File: src/rtl/core/a85_pkg.sv
// ----------------------------------------------------------------------------
// Ascii85 encoder package
// Shared word types, converter states and constants of the Ascii85 encoder.
// ----------------------------------------------------------------------------
package a85_pkg;

    localparam int GROUP_W     = 32;
    localparam int CHAR_W      = 7;
    localparam int COUNT_W     = 3;
    localparam int GROUP_CHARS = 5;
    localparam int DIV_STEPS   = 4;
    localparam int STEP_W      = 2;
    localparam int IDX_W       = 3;

    // floor(x / 85) == (x * DIV85_MUL) >> DIV85_SHIFT for every 32-bit x.
    localparam logic [GROUP_W-1:0] DIV85_MUL = 32'd3233857729;
    localparam int DIV85_SHIFT = 38;
    localparam int PROD_W      = 2 * GROUP_W;
    localparam int QUOT_W      = PROD_W - DIV85_SHIFT;

    localparam logic [CHAR_W-1:0] BASE85    = 7'd85;
    localparam logic [CHAR_W-1:0] CHAR_BASE = 7'd33;
    localparam logic [CHAR_W-1:0] CHAR_ZERO = 7'd122;

    localparam int QUEUE_DEPTH = 2;
    localparam int QUEUE_PTR_W = $clog2(QUEUE_DEPTH);
    localparam int QUEUE_CNT_W = $clog2(QUEUE_DEPTH + 1);

    typedef struct packed {
        logic [7:0] data_byte;
        logic       end_of_input;
    } in_word_t;

    typedef struct packed {
        logic [CHAR_W-1:0] char_code;
        logic              run_end;
        logic              stream_end;
    } out_word_t;

    typedef struct packed {
        logic [GROUP_W-1:0] group;
        logic [COUNT_W-1:0] char_count;
        logic               zero_grp;
        logic               fin;
    } grp_cmd_t;

    typedef enum logic [1:0] {
        CV_IDLE,
        CV_MUL,
        CV_REM,
        CV_DONE
    } cv_state_t;

endpackage

File: src/rtl/core/a85_front.sv
// ----------------------------------------------------------------------------
// Ascii85 front end
// Packs input bytes big endian into a group and issues one command per
// finished group with its character count and zero-group flag.
// ----------------------------------------------------------------------------
module a85_front (
    input  logic                aclk,
    input  logic                aresetn,
    input  logic                s_valid,
    output logic                s_ready,
    input  a85_pkg::in_word_t   s_word,
    output logic                cmd_valid,
    input  logic                cmd_ready,
    output a85_pkg::grp_cmd_t   cmd
);

    logic [1:0]                   pos_reg;
    logic [a85_pkg::GROUP_W-1:0]  acc_reg;
    logic                         cmd_valid_reg;
    a85_pkg::grp_cmd_t            cmd_reg;

    logic                         accept;
    logic                         emit;
    logic [a85_pkg::GROUP_W-1:0]  group_next;
    logic                         cmd_valid_next;

    assign s_ready = !cmd_valid_reg || cmd_ready;
    assign accept  = s_valid && s_ready;
    assign emit    = (pos_reg == 2'd3) || s_word.end_of_input;

    assign group_next = acc_reg | ({s_word.data_byte, 24'd0} >> {pos_reg, 3'b000});
    assign cmd_valid_next = (cmd_valid_reg && !cmd_ready) || (accept && emit);

    always_ff @(posedge aclk) begin
        if (!aresetn) begin
            pos_reg       <= 2'd0;
            acc_reg       <= '0;
            cmd_valid_reg <= 1'b0;
        end else begin
            cmd_valid_reg <= cmd_valid_next;
            if (accept) begin
                if (emit) begin
                    pos_reg <= 2'd0;
                    acc_reg <= '0;
                end else begin
                    pos_reg <= pos_reg + 2'd1;
                    acc_reg <= group_next;
                end
            end
        end
    end

    always_ff @(posedge aclk) begin
        if (accept && emit) begin
            cmd_reg.group    <= group_next;
            cmd_reg.fin      <= s_word.end_of_input;
            cmd_reg.zero_grp <= (pos_reg == 2'd3) && !s_word.end_of_input
                                && (group_next == '0);
            if (pos_reg == 2'd3) begin
                cmd_reg.char_count <= a85_pkg::COUNT_W'(a85_pkg::GROUP_CHARS);
            end else begin
                cmd_reg.char_count <= {1'b0, pos_reg} + 3'd2;
            end
        end
    end

    assign cmd_valid = cmd_valid_reg;
    assign cmd       = cmd_reg;

`ifndef ASSERT_OFF
    // A finished group always leaves the packer empty.
    a_group_clears: assert property (@(posedge aclk) disable iff (!aresetn)
        accept && emit |=> pos_reg == 2'd0 && acc_reg == '0)
        else $error("packer not cleared after group");
`endif

endmodule

File: src/rtl/core/a85_queue.sv
// ----------------------------------------------------------------------------
// Ascii85 command queue
// Short first-in first-out buffer of group commands between the front end
// and the converter.
// ----------------------------------------------------------------------------
module a85_queue (
    input  logic                aclk,
    input  logic                aresetn,
    input  logic                in_valid,
    output logic                in_ready,
    input  a85_pkg::grp_cmd_t   in_cmd,
    output logic                out_valid,
    input  logic                out_ready,
    output a85_pkg::grp_cmd_t   out_cmd
);

    a85_pkg::grp_cmd_t                mem_reg [a85_pkg::QUEUE_DEPTH];
    logic [a85_pkg::QUEUE_PTR_W-1:0]  wr_ptr_reg;
    logic [a85_pkg::QUEUE_PTR_W-1:0]  rd_ptr_reg;
    logic [a85_pkg::QUEUE_CNT_W-1:0]  cnt_reg;

    logic push;
    logic pop;

    assign in_ready  = cnt_reg != a85_pkg::QUEUE_CNT_W'(a85_pkg::QUEUE_DEPTH);
    assign out_valid = cnt_reg != '0;
    assign push      = in_valid && in_ready;
    assign pop       = out_valid && out_ready;
    assign out_cmd   = mem_reg[rd_ptr_reg];

    always_ff @(posedge aclk) begin
        if (!aresetn) begin
            wr_ptr_reg <= '0;
            rd_ptr_reg <= '0;
            cnt_reg    <= '0;
        end else begin
            if (push) begin
                if (wr_ptr_reg == a85_pkg::QUEUE_PTR_W'(a85_pkg::QUEUE_DEPTH - 1)) begin
                    wr_ptr_reg <= '0;
                end else begin
                    wr_ptr_reg <= wr_ptr_reg + 1'b1;
                end
            end
            if (pop) begin
                if (rd_ptr_reg == a85_pkg::QUEUE_PTR_W'(a85_pkg::QUEUE_DEPTH - 1)) begin
                    rd_ptr_reg <= '0;
                end else begin
                    rd_ptr_reg <= rd_ptr_reg + 1'b1;
                end
            end
            if (push && !pop) begin
                cnt_reg <= cnt_reg + 1'b1;
            end else if (pop && !push) begin
                cnt_reg <= cnt_reg - 1'b1;
            end
        end
    end

    always_ff @(posedge aclk) begin
        if (push) begin
            mem_reg[wr_ptr_reg] <= in_cmd;
        end
    end

endmodule

File: src/rtl/core/a85_back.sv
// ----------------------------------------------------------------------------
// Ascii85 back end
// Converts a group into base-85 characters with a shared divide-by-85 unit
// and sends them out, most significant first, through an output register.
// ----------------------------------------------------------------------------
module a85_back (
    input  logic                aclk,
    input  logic                aresetn,
    input  logic                cmd_valid,
    output logic                cmd_ready,
    input  a85_pkg::grp_cmd_t   cmd,
    output logic                m_valid,
    input  logic                m_ready,
    output a85_pkg::out_word_t  m_word
);

    a85_pkg::cv_state_t               state_reg;
    a85_pkg::cv_state_t               state_next;

    logic [a85_pkg::GROUP_W-1:0]      cv_val_reg;
    logic [a85_pkg::PROD_W-1:0]       prod_reg;
    logic [a85_pkg::STEP_W-1:0]       step_reg;
    logic [a85_pkg::COUNT_W-1:0]      cv_count_reg;
    logic                             cv_fin_reg;
    logic [a85_pkg::CHAR_W-1:0]       cv_chars_reg [a85_pkg::GROUP_CHARS];

    logic [a85_pkg::COUNT_W-1:0]      em_left_reg;
    logic                             em_fin_reg;
    logic [a85_pkg::CHAR_W-1:0]       em_chars_reg [a85_pkg::GROUP_CHARS];

    logic                             cv_load;
    logic                             em_load;
    logic                             em_free;
    logic                             last_step;
    logic [a85_pkg::GROUP_W-1:0]      mul_a;
    logic [a85_pkg::PROD_W-1:0]       mul_p;
    logic [a85_pkg::QUOT_W-1:0]       quot;
    logic [a85_pkg::GROUP_W:0]        quot_x85;
    logic [a85_pkg::GROUP_W-1:0]      rem_full;
    logic [a85_pkg::IDX_W-1:0]        wr_idx;

    assign em_free   = (em_left_reg == '0) || ((em_left_reg == 3'd1) && m_ready);
    assign last_step = step_reg == a85_pkg::STEP_W'(a85_pkg::DIV_STEPS - 1);

    assign mul_a    = cv_load ? cmd.group : cv_val_reg;
    assign mul_p    = a85_pkg::PROD_W'(mul_a) * a85_pkg::PROD_W'(a85_pkg::DIV85_MUL);
    assign quot     = prod_reg[a85_pkg::DIV85_SHIFT +: a85_pkg::QUOT_W];
    assign quot_x85 = (a85_pkg::GROUP_W + 1)'(quot) * (a85_pkg::GROUP_W + 1)'(a85_pkg::BASE85);
    assign rem_full = cv_val_reg - quot_x85[a85_pkg::GROUP_W-1:0];
    assign wr_idx   = a85_pkg::IDX_W'(a85_pkg::GROUP_CHARS - 1) - {1'b0, step_reg};

    always_comb begin
        state_next = state_reg;
        unique case (state_reg)
            a85_pkg::CV_IDLE: begin
                if (cmd_valid) begin
                    state_next = cmd.zero_grp ? a85_pkg::CV_DONE : a85_pkg::CV_REM;
                end
            end
            a85_pkg::CV_MUL: begin
                state_next = a85_pkg::CV_REM;
            end
            a85_pkg::CV_REM: begin
                state_next = last_step ? a85_pkg::CV_DONE : a85_pkg::CV_MUL;
            end
            a85_pkg::CV_DONE: begin
                if (em_free) begin
                    if (cmd_valid) begin
                        state_next = cmd.zero_grp ? a85_pkg::CV_DONE : a85_pkg::CV_REM;
                    end else begin
                        state_next = a85_pkg::CV_IDLE;
                    end
                end
            end
            default: begin
                state_next = a85_pkg::CV_IDLE;
            end
        endcase
    end

    always_comb begin
        cv_load = 1'b0;
        em_load = 1'b0;
        unique case (state_reg)
            a85_pkg::CV_IDLE: begin
                cv_load = cmd_valid;
            end
            a85_pkg::CV_DONE: begin
                em_load = em_free;
                cv_load = em_free && cmd_valid;
            end
            default: begin
                cv_load = 1'b0;
            end
        endcase
    end

    assign cmd_ready = cv_load;

    always_ff @(posedge aclk) begin
        if (!aresetn) begin
            state_reg   <= a85_pkg::CV_IDLE;
            em_left_reg <= '0;
        end else begin
            state_reg <= state_next;
            if (em_load) begin
                em_left_reg <= cv_count_reg;
            end else if (m_valid && m_ready) begin
                em_left_reg <= em_left_reg - 3'd1;
            end
        end
    end

    always_ff @(posedge aclk) begin
        if (cv_load) begin
            cv_val_reg   <= cmd.group;
            prod_reg     <= mul_p;
            step_reg     <= '0;
            cv_fin_reg   <= cmd.fin;
            cv_count_reg <= cmd.zero_grp ? 3'd1 : cmd.char_count;
            if (cmd.zero_grp) begin
                cv_chars_reg[0] <= a85_pkg::CHAR_ZERO;
            end
        end else if (state_reg == a85_pkg::CV_REM) begin
            cv_chars_reg[wr_idx] <= rem_full[a85_pkg::CHAR_W-1:0] + a85_pkg::CHAR_BASE;
            cv_val_reg           <= a85_pkg::GROUP_W'(quot);
            step_reg             <= step_reg + 1'b1;
            if (last_step) begin
                cv_chars_reg[0] <= quot[a85_pkg::CHAR_W-1:0] + a85_pkg::CHAR_BASE;
            end
        end else if (state_reg == a85_pkg::CV_MUL) begin
            prod_reg <= mul_p;
        end
    end

    always_ff @(posedge aclk) begin
        if (em_load) begin
            em_chars_reg <= cv_chars_reg;
            em_fin_reg   <= cv_fin_reg;
        end else if (m_valid && m_ready) begin
            for (int i = 0; i < a85_pkg::GROUP_CHARS - 1; i++) begin
                em_chars_reg[i] <= em_chars_reg[i+1];
            end
        end
    end

    assign m_valid           = em_left_reg != '0;
    assign m_word.char_code  = em_chars_reg[0];
    assign m_word.run_end    = em_left_reg == 3'd1;
    assign m_word.stream_end = (em_left_reg == 3'd1) && em_fin_reg;

`ifndef ASSERT_OFF
    // The reciprocal multiply must leave a true base-85 remainder.
    a_rem_range: assert property (@(posedge aclk) disable iff (!aresetn)
        state_reg == a85_pkg::CV_REM |-> rem_full < 32'd85)
        else $error("remainder out of base-85 range");

    // The most significant digit of a group never exceeds 84.
    a_top_digit: assert property (@(posedge aclk) disable iff (!aresetn)
        state_reg == a85_pkg::CV_REM && last_step |-> quot < 26'd85)
        else $error("leading digit out of range");

    // A zero group handed to the output appears as one 'z' that ends its run.
    a_zero_word: assert property (@(posedge aclk) disable iff (!aresetn)
        em_load && cv_count_reg == 3'd1 && cv_chars_reg[0] == a85_pkg::CHAR_ZERO
        |=> m_valid && m_word.run_end)
        else $error("zero group not sent as a single word");
`endif

endmodule

File: src/rtl/core/ascii85_encoder.sv
// ----------------------------------------------------------------------------
// Ascii85 encoder
// Streaming base-85 encoder: one input byte per word, one character per
// output word.
// ----------------------------------------------------------------------------
// The s_ channel takes one byte per word with an end-of-stream flag. The
// m_ channel gives one character per word, with run_end on the last
// character of each group and stream_end on the last character
// of the stream. Both channels use valid and ready.
// Bytes are packed into four-byte groups by the front end. Each finished
// group is queued and then converted by one shared divide-by-85 unit,
// a reciprocal multiply followed by a remainder step, four passes per group.
// Bytes are still taken while a group converts, until the queue fills;
// an all-zero group skips the divide passes and gives 'z'.
// The first character of a group is offered once the group has passed
// the command register, the queue, the converter and the output register.
// Characters leave from an output register while the next group converts.
// When the receiver stalls, the converter, then the two-entry queue and
// finally the byte input fill up and s_ready drops.
// Reset, synchronous and active low, empties the group, queue and output.
// ----------------------------------------------------------------------------
module ascii85_encoder (
    input  logic                aclk,
    input  logic                aresetn,
    input  logic                s_valid,
    output logic                s_ready,
    input  a85_pkg::in_word_t   s_word,
    output logic                m_valid,
    input  logic                m_ready,
    output a85_pkg::out_word_t  m_word
);

    logic               fr_valid;
    logic               fr_ready;
    a85_pkg::grp_cmd_t  fr_cmd;
    logic               bk_valid;
    logic               bk_ready;
    a85_pkg::grp_cmd_t  bk_cmd;

    a85_front u_front (
        .aclk      (aclk),
        .aresetn   (aresetn),
        .s_valid   (s_valid),
        .s_ready   (s_ready),
        .s_word    (s_word),
        .cmd_valid (fr_valid),
        .cmd_ready (fr_ready),
        .cmd       (fr_cmd)
    );

    a85_queue u_queue (
        .aclk      (aclk),
        .aresetn   (aresetn),
        .in_valid  (fr_valid),
        .in_ready  (fr_ready),
        .in_cmd    (fr_cmd),
        .out_valid (bk_valid),
        .out_ready (bk_ready),
        .out_cmd   (bk_cmd)
    );

    a85_back u_back (
        .aclk      (aclk),
        .aresetn   (aresetn),
        .cmd_valid (bk_valid),
        .cmd_ready (bk_ready),
        .cmd       (bk_cmd),
        .m_valid   (m_valid),
        .m_ready   (m_ready),
        .m_word    (m_word)
    );

endmodule
File: config.mk
export PLATFORM = sky130hd
export DESIGN_NAME = ascii85_encoder
export DESIGN_NICKNAME = d
export VERILOG_FILES = /design/src/rtl/core/a85_pkg.sv /design/src/rtl/core/a85_front.sv /design/src/rtl/core/a85_queue.sv /design/src/rtl/core/a85_back.sv /design/src/rtl/core/ascii85_encoder.sv
export SDC_FILE = /design/constraint.sdc
export NUM_CORES = 1
export LEC_CHECK = 0
export ABC_AREA = 1
export BUFFER_PORTS_ARGS = -buffer_cell sky130_fd_sc_hd__clkbuf_2
export CORE_UTILIZATION = 35
export DETAILED_ROUTE_END_ITERATION = 10
export PLACE_DENSITY = 0.6
export SYNTH_ARGS = -nofsm -noshare
export SYNTH_HDL_FRONTEND = slang
export SYNTH_SLANG_ARGS = --single-unit
File: constraint.sdc
create_clock -name aclk -period 10.7 [get_ports aclk]
set_input_delay 1.07 -clock aclk [delete_from_list [all_inputs] [get_ports aclk]]
set_output_delay 1.07 -clock aclk [all_outputs]
set_load 0.02 [all_outputs]
==> Yosys cells after proc, flatten, opt, wreduce, memory -nomap -nowiden <==
Memory sizes are Yosys's and may differ from the RTL's. A register that Yosys moved wholly into a read port is not among the register bits.
Index checks and enable logic that the tools add are counted.
{ "word_totals": {"wordCells": 131, "mem_bits_rw": 74, "input_bits": 13, "ff_bits": 254, "out_inout_bits": 11, "mem_count": 1} }
{ "memory_table": {"columns": ["memory", "depth", "word_bits", "rd", "rd_ports_with_merged_regs", "write_ports", "line_no", "rtl"], "rows": [
  ["u_queue.mem_reg", 2, 37, 1, 1, 1, "a85_queue.sv:17", "a85_pkg::grp_cmd_t mem_reg [a85_pkg::QUEUE_DEPTH];"]
]} }
{ "op_classes": {"mux": 35, "add_sub_neg": 12, "reduce_logical": 36, "eq_ne": 11, "shift": 1, "n_mul": 2, "magnitude_cmp": 2, "bitwise": 3} }
{ "ops": {"columns": ["cell", "n"], "rows": [
  ["$mux 64", 3],
  ["$mux 32", 4],
  ["$mul 32x32->64 const B", 1],
  ["$mux 28", 2],
  ["$bwmux 35", 1],
  ["$mux 35", 1],
  ["$logic_not 32->1", 1],
  ["$or 32x32->32", 1],
  ["$shr 32x5->32", 1],
  ["$mux 7", 4],
  ["$mul 26x7->7 const B", 1],
  ["$demux 7 s3", 1],
  ["$add 7x6->7 const B", 2],
  ["$logic_and 1x1->1", 14],
  ["$mux 2", 7],
  ["$reduce_bool 2->1", 5],
  ["$eq 2x2->1 const B", 4],
  ["$mux 1", 8],
  ["$ne 2x1->1 const B", 4],
  ["$pmux 2 s4", 1],
  ["$reduce_and 2->1", 4],
  ["$sub 7x7->7", 1],
  ["$add 2x1->2 const B", 3],
  ["$mux 3", 2],
  ["other kinds (18)", 26]
]} }

==> Depth between registers and ports, before layout <==
Gate-level depths: netlist of the first run.
{ "depth": {"ltp_word": 10, "depth_mapped": 39, "mapped_depth_nobuf": 39} }

==> Cells and area by module <==
A second synthesis of the first run with hierarchy kept.
{ "unflattened": {"hier_cells": 2438, "hier_area_um2": 23613.9} }
{ "modules_own_cells": {"columns": ["module", "instances", "seq_area_each_um2", "area_per_inst_um2", "cells_each"], "rows": [
  ["a85_back", 1, 4134.0, 17515.5, 1958],
  ["a85_queue", 1, 2322.2, 3062.9, 152],
  ["a85_front", 1, 1811.7, 3035.4, 328]
]} }

==> Least setup slack after synthesis of the first run <==
Ideal clock, no wire load.
{ "synth_timing": {"path_type": "in2reg", "start": "input m_ready", "end": "register u_back.prod_reg[60] in the netlist's numbering (data pin)", "path_buffers": 2, "setup_time_ns": 0.262, "t_required_ns": 10.438, "slack_ns": 3.060, "arrival_ns": 7.378, "stages": 30, "cell_sequence": "nand3_1 > nand2_2 > nand2_4 > nand2_4 > nand2_8 > inv_2 > buf_2 > clkbuf_1 > o21ai_0 > ha_1 > ha_1 > fa_1 > fa_1 > inv_1 > fa_1 > inv_1 > fa_1 > fa_1 > ha_1 > ha_1 > a21oi_1 > o21a_1 > inv_1 > a21oi_1 > inv_1 > a21oi_1 > inv_1 > a21oi_1 > o21ai_1 > xor2_1"} }
{ "synth_via": {"elab_chain_len": 9} }
{ "synth_lines": {"columns": ["element", "line_no", "rtl"], "rows": [
  ["from (decl)", "ascii85_encoder.sv:29", "input logic m_ready,"],
  ["$logic_and 1x1->1 (*)", "a85_back.sv:42", "assign em_free = (em_left_reg == '0) || ((em_left_reg == 3'd1) && m_ready);"],
  ["$logic_or 1x1->1 (*)", "a85_back.sv:42", null],
  ["$logic_and 1x1->1 (*)", "a85_back.sv:90", "cv_load = em_free && cmd_valid;"],
  ["$pmux 1 s2 (*)", "a85_back.sv:84", "unique case (state_reg)"],
  ["$mux 32 (*)", "a85_back.sv:45", "assign mul_a = cv_load ? cmd.group : cv_val_reg;"],
  ["$mul 32x32->64 (*)", "a85_back.sv:46", "assign mul_p = a85_pkg::PROD_W'(mul_a) * a85_pkg::PROD_W'(a85_pkg::DIV85_MUL);"],
  ["via u_back.mul_p, one bit", "a85_back.sv:36", "logic [a85_pkg::PROD_W-1:0] mul_p;"],
  ["$mux 64", "a85_back.sv:131", "end else if (state_reg == a85_pkg::CV_MUL) begin"],
  ["$mux 64", "a85_back.sv:124", "end else if (state_reg == a85_pkg::CV_REM) begin"],
  ["$mux 64 (*)", "a85_back.sv:115", "if (cv_load) begin"],
  ["to (signal assigned)", "a85_back.sv:117", "prod_reg <= mul_p;"],
  ["to (signal assigned)", "a85_back.sv:132", "prod_reg <= mul_p;"],
  ["to (decl)", "a85_back.sv:21", "logic [a85_pkg::PROD_W-1:0] prod_reg;"]
]} }
The timed path passes the listed nets; every way through them passes the cells marked *. The select of a mux whose other input is x is not followed.
A chain may end at the register's enable or synchronous reset.

==> Final worst setup path of the first run <==
{ "layout_timing": {"start": "register u_back.em_left_reg[0] in the netlist's numbering", "end": "register u_back.prod_reg[59] in the netlist's numbering (data pin)"} }
{ "layout_via": {"elab_chain_len": 10} }
{ "layout_lines": {"columns": ["element", "line_no", "rtl"], "rows": [
  ["from (decl)", "a85_back.sv:27", "logic [a85_pkg::COUNT_W-1:0] em_left_reg;"],
  ["from (signal assigned)", "a85_back.sv:107", "em_left_reg <= cv_count_reg;"],
  ["from (signal assigned)", "a85_back.sv:109", "em_left_reg <= em_left_reg - 3'd1;"],
  ["$eq 3x1->1", "a85_back.sv:42", null],
  ["$logic_and 1x1->1", "a85_back.sv:42", null],
  ["$logic_or 1x1->1 (*)", "a85_back.sv:42", null],
  ["$logic_and 1x1->1 (*)", "a85_back.sv:90", null],
  ["$pmux 1 s2 (*)", "a85_back.sv:84", null],
  ["$mux 32 (*)", "a85_back.sv:45", null],
  ["$mul 32x32->64 (*)", "a85_back.sv:46", null],
  ["via u_back.mul_p, one bit", "a85_back.sv:36", null],
  ["$mux 64", "a85_back.sv:131", null],
  ["$mux 64", "a85_back.sv:124", null],
  ["$mux 64 (*)", "a85_back.sv:115", null]
]} }
Marked as above.

==> results of run 1 <==
worst register-to-register path: cells and delay by family (launching register included):
family	cells	cell delay, ns
adders and majority gates	9	3.75
xor gates and xnor gates	1	0.16
buffers and inverters	10	1.40
DFF	1	0.37
and+or+nand+nor	10	1.55
AOI/OAI and AO/OA	5	1.55
layer usage:
| layer | track usage, % | share of wire, % |
|---|---|---|
| met5 | 0 | 0 |
| met4 | 4.44 | 2.7 |
| met3 | 1.91 | 3.9 |
| met2 | 27.9 | 46 |
| met1 | 24.9 | 48 |
per-stage QoR:
step / cell area [sq um] / util [%]
finish: 25300 / 38.5
global route: 25300 / 38.5
CTS: 25300 / 38.5
detailed placement: 24400 / 37.1
global placement: 24400 / 37.1
floorplan: 23300 / -
cells by family after synthesis:
logic type / after synthesis
compound gates: 269
flops: 291
mux: 1
xor+xnor: 37
simple gates: 789
fa+ha+maj: 515
buf+inv: 591
worst min path at each step:
| stage | slack [ns] | to | from | depth (start not counted) |
|---|---|---|---|---|
| 5_1_grt | 0.42 | u_back.em_chars_reg[4] | flop | 0 |
| 6_report | 0.42 | u_back.em_chars_reg[4] | flop | 0 |
| 4_1_cts | 0.42 | u_back.em_chars_reg[4] | flop | 0 |
| 3_3_place_gp | 0.40 | u_back.em_chars_reg[3] | flop | 0 |
| 2_1_floorplan | 0.40 | u_back.em_chars_reg[0] | flop | 0 |
| 3_5_place_dp | 0.40 | u_back.em_chars_reg[4] | flop | 0 |
cells in the final DEF, fill, tap and decap left out, types with 14 or more instances in the layout:
cell type  Yosys  layout
a21oi_1      120     120
nor2_1       177     173
dfxtp_1       47      47
nand3_1       65      65
buf_4          7      18
fa_1         170     170
clkbuf_2       0      23
o21ai_0       91      86
a31oi_1       14      14
clkbuf_16      0      29
ha_1         345     345
inv_1        540     540
edfxtp_1     244     244
xor2_1        26      26
nand2_1      490     490
area by class of cell:
| cell class | instances | area share [%] |
|---|---|---|
| multi-input cells | 1611 | 50.5 |
| flip-flops and latches | 291 | 32.7 |
| inverters | 545 | 8.08 |
| well taps | 864 | 4.27 |
| clock buffers | 43 | 3.27 |
| repair buffers | 41 | 0.988 |
| clock inverters | 9 | 0.287 |
==> summary.txt, run 1 <==
Status
  – Status: complete, no violations

Route
  – DRT antenna net count: 0
  – Via-to-Cell Ratio: ~4.7
  – Iter 0 DRT Violations: approximately 1200
  – Post-DR wirelength/cell: 16.9 um
  – Final wirelength: just under 60000 um
  – DRC viols: 0
  – DRT Pass-1 Iters: 7
  – Vias: 16000

Floorplan
  – Num rows: 94
  – Die H: 260 um
  – IO Count: 24
  – Die Wd: approximately 260 um
  – Full die area: 67500 sq um
  – Core Footprint: 65700 sq um
  – Initial Utilization: between 30% and 40%

Global route
  – Antenna violations before repair: 0
  – Vias in the first global route: between 15000 and 20000
  – Pin count of the biggest net entering global routing: between 50 and 60
  – First-pass GRT wire length: slightly above 90000 um
  – All-Layer GR Usage: between 10% and 20%
  – Grt ovf: 0

Yosys
  – Adder-Cell Fraction of Synth Area: between 30% and 40%
  – Mux share of post-synthesis cell area: less than 1%
  – Yosys top cell by area: edfxtp_1
  – Seq cells post-synth: ~290
  – Compound-cell area share of the yosys netlist: under 10%
  – Post-Syn Nets: roughly 3000
  – Post-Synth XOR/XNOR Area: 1.39%
  – Synth top area share: about a third
  – Ys Warns: 0
  – EDFF count, synth: between 200 and 250
  – Synth top cells by count: inv_1 (540), nand2_1 (490), ha_1 (345), edfxtp_1 (244), nor2_1 (177)
  – Largest family of logic cells by synthesized area: adder cells
  – Mean Syn Cell Area: between 9 and 10 sq um
  – Synth area leaders: edfxtp_1 (31%), ha_1 (19%), fa_1 (15%), inv_1 (8.7%), nand2_1 (7.9%)
  – Synthesized-area fraction occupied by and/or/nand/nor cells: between 10% and 20%
  – Gate Count Post-Synth: 2493
  – Post-synth ARST share: 0%
  – Count of different cell masters after synthesis: 47
  – Cell with the most instances after synthesis: inv_1
  – Main synth FF type: edfxtp_1
  – Seq/Total Area, Yosys: approximately 36%
  – Synthesized cell area: ~23000 sq um

Setup path
  – Flop2flop setup slack: 1.65 ns
  – CP max stage delay: approximately 0.55 ns
  – Buf/Inv on CP: 10
  – CP max-delay cell: o21ai_0
  – WS Path Type: flop to flop
  – Worst Setup EP: u_back.prod_reg[59]
  – R2R Path Start: u_back.em_left_reg[0]
  – CP Max Fanout: 50
  – CP Data Required Time: approximately 11 ns
  – Startpoint Class: flop
  – Crit-path leading delay family: adder cells
  – CP startpoint: u_back.em_left_reg[0]
  – Worst Setup End Kind: flop
  – Reg2reg path depth: 35
  – Critical R2R Capture: u_back.prod_reg[59]
  – CP dominant cell by count: inv_1
  – Arrival time worst endpoint: 9.32 ns
  – Worst path depth: 35

Cells and area
  – Share of layout cells above drive strength 1: under 10%
  – Fin cells: 3404
  – Fillers: 6505
  – Final nets: approximately 3000
  – Area of the multi-input gates: between 10000 and 15000 sq um
  – P&R area growth vs syn: 8.84%
  – Max FFs per register: 74
  – Reg area: between 8000 and 9000 sq um
  – Antenna cells: 0

Timing
  – RSZ-0062 raised after global routing: no
  – Fin. max-slew vios: 0
  – Slew of the pin with the lowest slew margin: between 1 and 1.5 ns
  – Setup TNS: 0 ns
  – Fin. Hold Viols: 0
  – Post-layout min period: approximately 9.0 ns
  – Final Setup Violations: 0
  – Max Clock Freq: between 0.1 and 0.15 GHz
  – Worst clock skew: about 0.017 ns
  – Max_slew headroom: between 20 and 25%
  – Final worst-path cycle share: between 80% and 90%
  – Fin worst setup slack: around 1.7 ns
  – Fin Hold WS: roughly 0.42 ns

Hold path
  – HP Class: flop to flop

Placement
  – Post-placement setup slack: 1.19 ns
  – DP HPWL: 48100 um
  – Dpl cells: approximately 3400
  – GPL Wtd Cong: 0.960
  – Number of port buffers: 23

Clock tree
  – Htree depth: 1
  – TritonCTS buffer count: 28
  – Root Buffer: clkbuf_16
  – Post-CTS setup buffers: 0
  – CTS Buffer Depth: 3
  – CTS Hold Bufs: 0
  – Worst-path clk slew: about 0.07 ns
  – Later-pin clock latency in the skew report: about 0.55 ns
  – Sink Count: roughly 290
  – TritonCTS clock tree: built
  – CTS resizes: 0

Flow run
  – Max_cap viols: 0
Power of run 1 is not shown: default switching activity piles up to over one toggle a cycle in this logic, so the estimate is an artifact.
==> run 2: changes to the inputs <==
--- a/config.mk
+++ b/config.mk
@@ -5,11 +5,11 @@
 export SDC_FILE = /design/constraint.sdc
 export NUM_CORES = 1
 export LEC_CHECK = 0
-export ABC_AREA = 1
+export ABC_AREA = 0
 export BUFFER_PORTS_ARGS = -buffer_cell sky130_fd_sc_hd__clkbuf_2
 export CORE_UTILIZATION = 35
 export DETAILED_ROUTE_END_ITERATION = 10
-export PLACE_DENSITY = 0.6
+export PLACE_DENSITY = 0.62
 export SYNTH_ARGS = -nofsm -noshare
 export SYNTH_HDL_FRONTEND = slang
 export SYNTH_SLANG_ARGS = --single-unit
==> constraint.sdc (replaced) <==
create_clock -name aclk -period 7.35 [get_ports aclk]
set_input_delay 0.735 -clock aclk [delete_from_list [all_inputs] [get_ports aclk]]
set_output_delay 0.735 -clock aclk [all_outputs]
set_load 0.02 [all_outputs]
==> summary.txt, run 2 <==
Status
  – Status: finished, violations left
  – Failing checks: negative setup slack

Yosys
  – Adder-Cell Fraction of Synth Area: around a third
  – Post-synth ARST share: 0%
  – Main synth FF type: edfxtp_1
  – Compound-cell area share of the yosys netlist: slightly below 9%
  – Largest family of logic cells by synthesized area: adder cells
  – Yosys top cell by area: edfxtp_1
  – Post-Synth XOR/XNOR Area: between 2 and 2.5%
  – Ys Warns: 0
  – Mux share of post-synthesis cell area: 3.48%
  – Synth area leaders: edfxtp_1 (33%), ha_1 (19%), fa_1 (15%), inv_1 (6.2%), dfxtp_1 (4.2%)
  – Mean Syn Cell Area: between 10 and 15 sq um
  – EDFF count, synth: roughly 240
  – Cell with the most instances after synthesis: inv_1
  – Synth top cells by count: inv_1 (366), ha_1 (345), edfxtp_1 (244), fa_1 (170), a21oi_1 (98)
  – Seq cells post-synth: around 290
  – Seq/Total Area, Yosys: 37.2%
  – Synthesized cell area: approximately 22000 sq um
  – Synth top area share: between 30% and 40%
  – Synthesized-area fraction occupied by and/or/nand/nor cells: 6.27%
  – Gate Count Post-Synth: between 1500 and 2000
  – Post-Syn Nets: 2475
  – Count of different cell masters after synthesis: 70

Cells and area
  – Final nets: between 2000 and 3000
  – Max FFs per register: 74
  – Most frequent cells in the layout: inv_1 (347), buf_4 (319), ha_1 (290)
  – P&R area growth vs syn: 26.4%
  – Antenna cells: 0
  – Commonest non-fill, non-tap cell in the layout: inv_1
  – Share of layout cells above drive strength 1: between 20 and 30%

Floorplan
  – Num rows: between 90 and 100
  – Core Footprint: about 63000 sq um
  – IO Count: 24
  – Die Wd: roughly 250 um
  – Initial Utilization: 35.4%
  – Full die area: ~65000 sq um
  – Die H: around 250 um

Setup path
  – Arrival time worst endpoint: just under 8 ns
  – Startpoint Class: flop
  – CP dominant cell by count: fa_1
  – CP max stage delay: ~0.55 ns
  – Flop2flop setup slack: -0.1 ns
  – CP Data Required Time: 7.66 ns
  – WS Path Type: flop to flop
  – R2R Path Start: u_back.em_left_reg[0]
  – CP max-delay cell: fa_1
  – Critical R2R Capture: u_back.prod_reg[62]
  – CP Max Fanout: 9
  – Worst Setup End Kind: flop
  – Reg2reg path depth: 29

Global route
  – Antenna violations before repair: 0
  – Grt ovf: 0
  – First-pass GRT wire length: 88600 um
  – Vias in the first global route: between 15000 and 20000
  – Pin count of the biggest net entering global routing: 44
  – All-Layer GR Usage: 17.9%

Route
  – DRC viols: 0
  – Iter 0 DRT Violations: around 850
  – Final wirelength: around 57000 um
  – Vias: between 15000 and 20000
  – DRT antenna net count: 0
  – DRT Pass-1 Iters: 5
  – Post-DR wirelength/cell: between 15 and 20 um
  – Via-to-Cell Ratio: 4.79

Clock tree
  – Later-pin clock latency in the skew report: around 0.57 ns
  – CTS Hold Bufs: 0
  – CTS Buffer Depth: 3
  – TritonCTS buffer count: 29
  – TritonCTS clock tree: built
  – Htree depth: 1
  – Worst-path clk slew: 0.06 ns
  – Sink Count: approximately 290
  – Root Buffer: clkbuf_16

Hold path
  – HP Class: input port to flop
  – HP Start: s_word[0]
  – Min-Delay Endpoint: u_front.cmd[0]
  – Hold path cells: 1

Timing
  – Worst clock skew: between 0.015 and 0.02 ns
  – Final worst-path cycle share: 101%
  – Fin. Hold Viols: 0
  – Max_slew headroom: between 20% and 30%
  – Max Clock Freq: 0.134 GHz
  – Final Setup Violations: 13
  – Fin worst setup slack: -0.0990 ns
  – Setup TNS: -0.729 ns
  – Post-layout min period: 7.45 ns
  – Slew of the pin with the lowest slew margin: about 1.2 ns
  – RSZ-0062 raised after global routing: yes
  – Fin. max-slew vios: 0

Placement
  – Post-placement setup slack: -0.855 ns
  – Number of port buffers: 23
  – DP HPWL: roughly 46000 um
  – GPL Wtd Cong: 0.990

Flow run
  – Max_cap viols: 0
==> run 2: cell types whose count changed in the layout (fill, tap and decap cells not counted), sizes merged, moves of 21 or more <==
cell and change:
a21o +54, buf +319, inv -175, mux2 +32, mux2i +39, nand2 -423
nand3 -48, nor2 -85, o21a +27, o21ai -44, xnor2 +21
==> run 2: cell type report <==
class | instances | area (sq um)
fill | 5797 | 34800
multi-input combinational | 1239 | 13700
sequential | 291 | 8270
timing repair buffer | 361 | 2780
inverter | 367 | 1380
tap | 846 | 1060
clock buffer | 45 | 826
clock inverter | 9 | 93.8
==> run 2: how the worst max path moves through the flow <==
stage	from	end	depth (start not counted)
3_3_place_gp	m_ready	u_back.prod_reg[59]	26
2_1_floorplan	m_ready	u_back.prod_reg[63]	26
6_report	u_back.em_left_reg[0]	u_back.prod_reg[62]	29
5_1_grt	u_back.em_left_reg[0]	u_back.prod_reg[63]	29
4_1_cts	u_back.state_reg[0]	u_back.prod_reg[63]	29
3_5_place_dp	m_ready	u_back.prod_reg[59]	26
==> run 2: what timing repair did <==
action	in CTS	in global routing
pin swaps	67	59
setup buffers	21	19
endpoints found under the setup margin	26	26
hold endpoints to repair	0	0
cloned	3	0
gates resized for setup	133	104
==> run 2: cells by family after synthesis <==
| family | after synthesis |
|---|---|
| AO/OA/AOI/OAI | 302 |
| XOR/XNOR | 58 |
| adder cells (fa/ha/maj) | 515 |
| flip-flops | 291 |
| buffers and inverters | 419 |
| multiplexers | 72 |
| AND/OR/NAND/NOR | 290 |
==> run 2: metal layers <==
layer | GRT usage [%] | part of all wire (%) | up-vias
li1 | - | - | 7316
met1 | 23.1 | 45 | 7414
met2 | 30.2 | 48 | 294
met3 | 2.48 | 3.1 | 100
met4 | 7.04 | 4.2 | 0
met5 | 0 | 0 | -
==> run 2: stage by stage <==
| step | cell area (sq um) | hold WS, ns | instances | util [%] |
|---|---|---|---|---|
| 4_1_cts | 27400 | 0.389 | 3143 | 43.6 |
| 5_1_grt | 28100 | 0.392 | 3158 | 44.7 |
| 3_5_place_dp | 25500 | 0.413 | 3067 | 40.6 |
| 3_3_place_gp | 25500 | 0.401 | 3067 | 40.6 |
| 2_1_floorplan | 22300 | 0.400 | 1947 | - |
| 6_report | 28100 | 0.411 | 3158 | 44.7 |
==> run 2: critical path, delay by kind of cell, from the launching register on <==
kind	cells	cell delay, ns
adders and majority gates	10	3.93
AOI/OAI and AO/OA	6	1.50
buffers and inverters	8	0.94
DFF	1	0.35
and+or+nand+nor	4	0.33
xor gates and xnor gates	1	0.13
Power of run 2 is left out for the same reason.
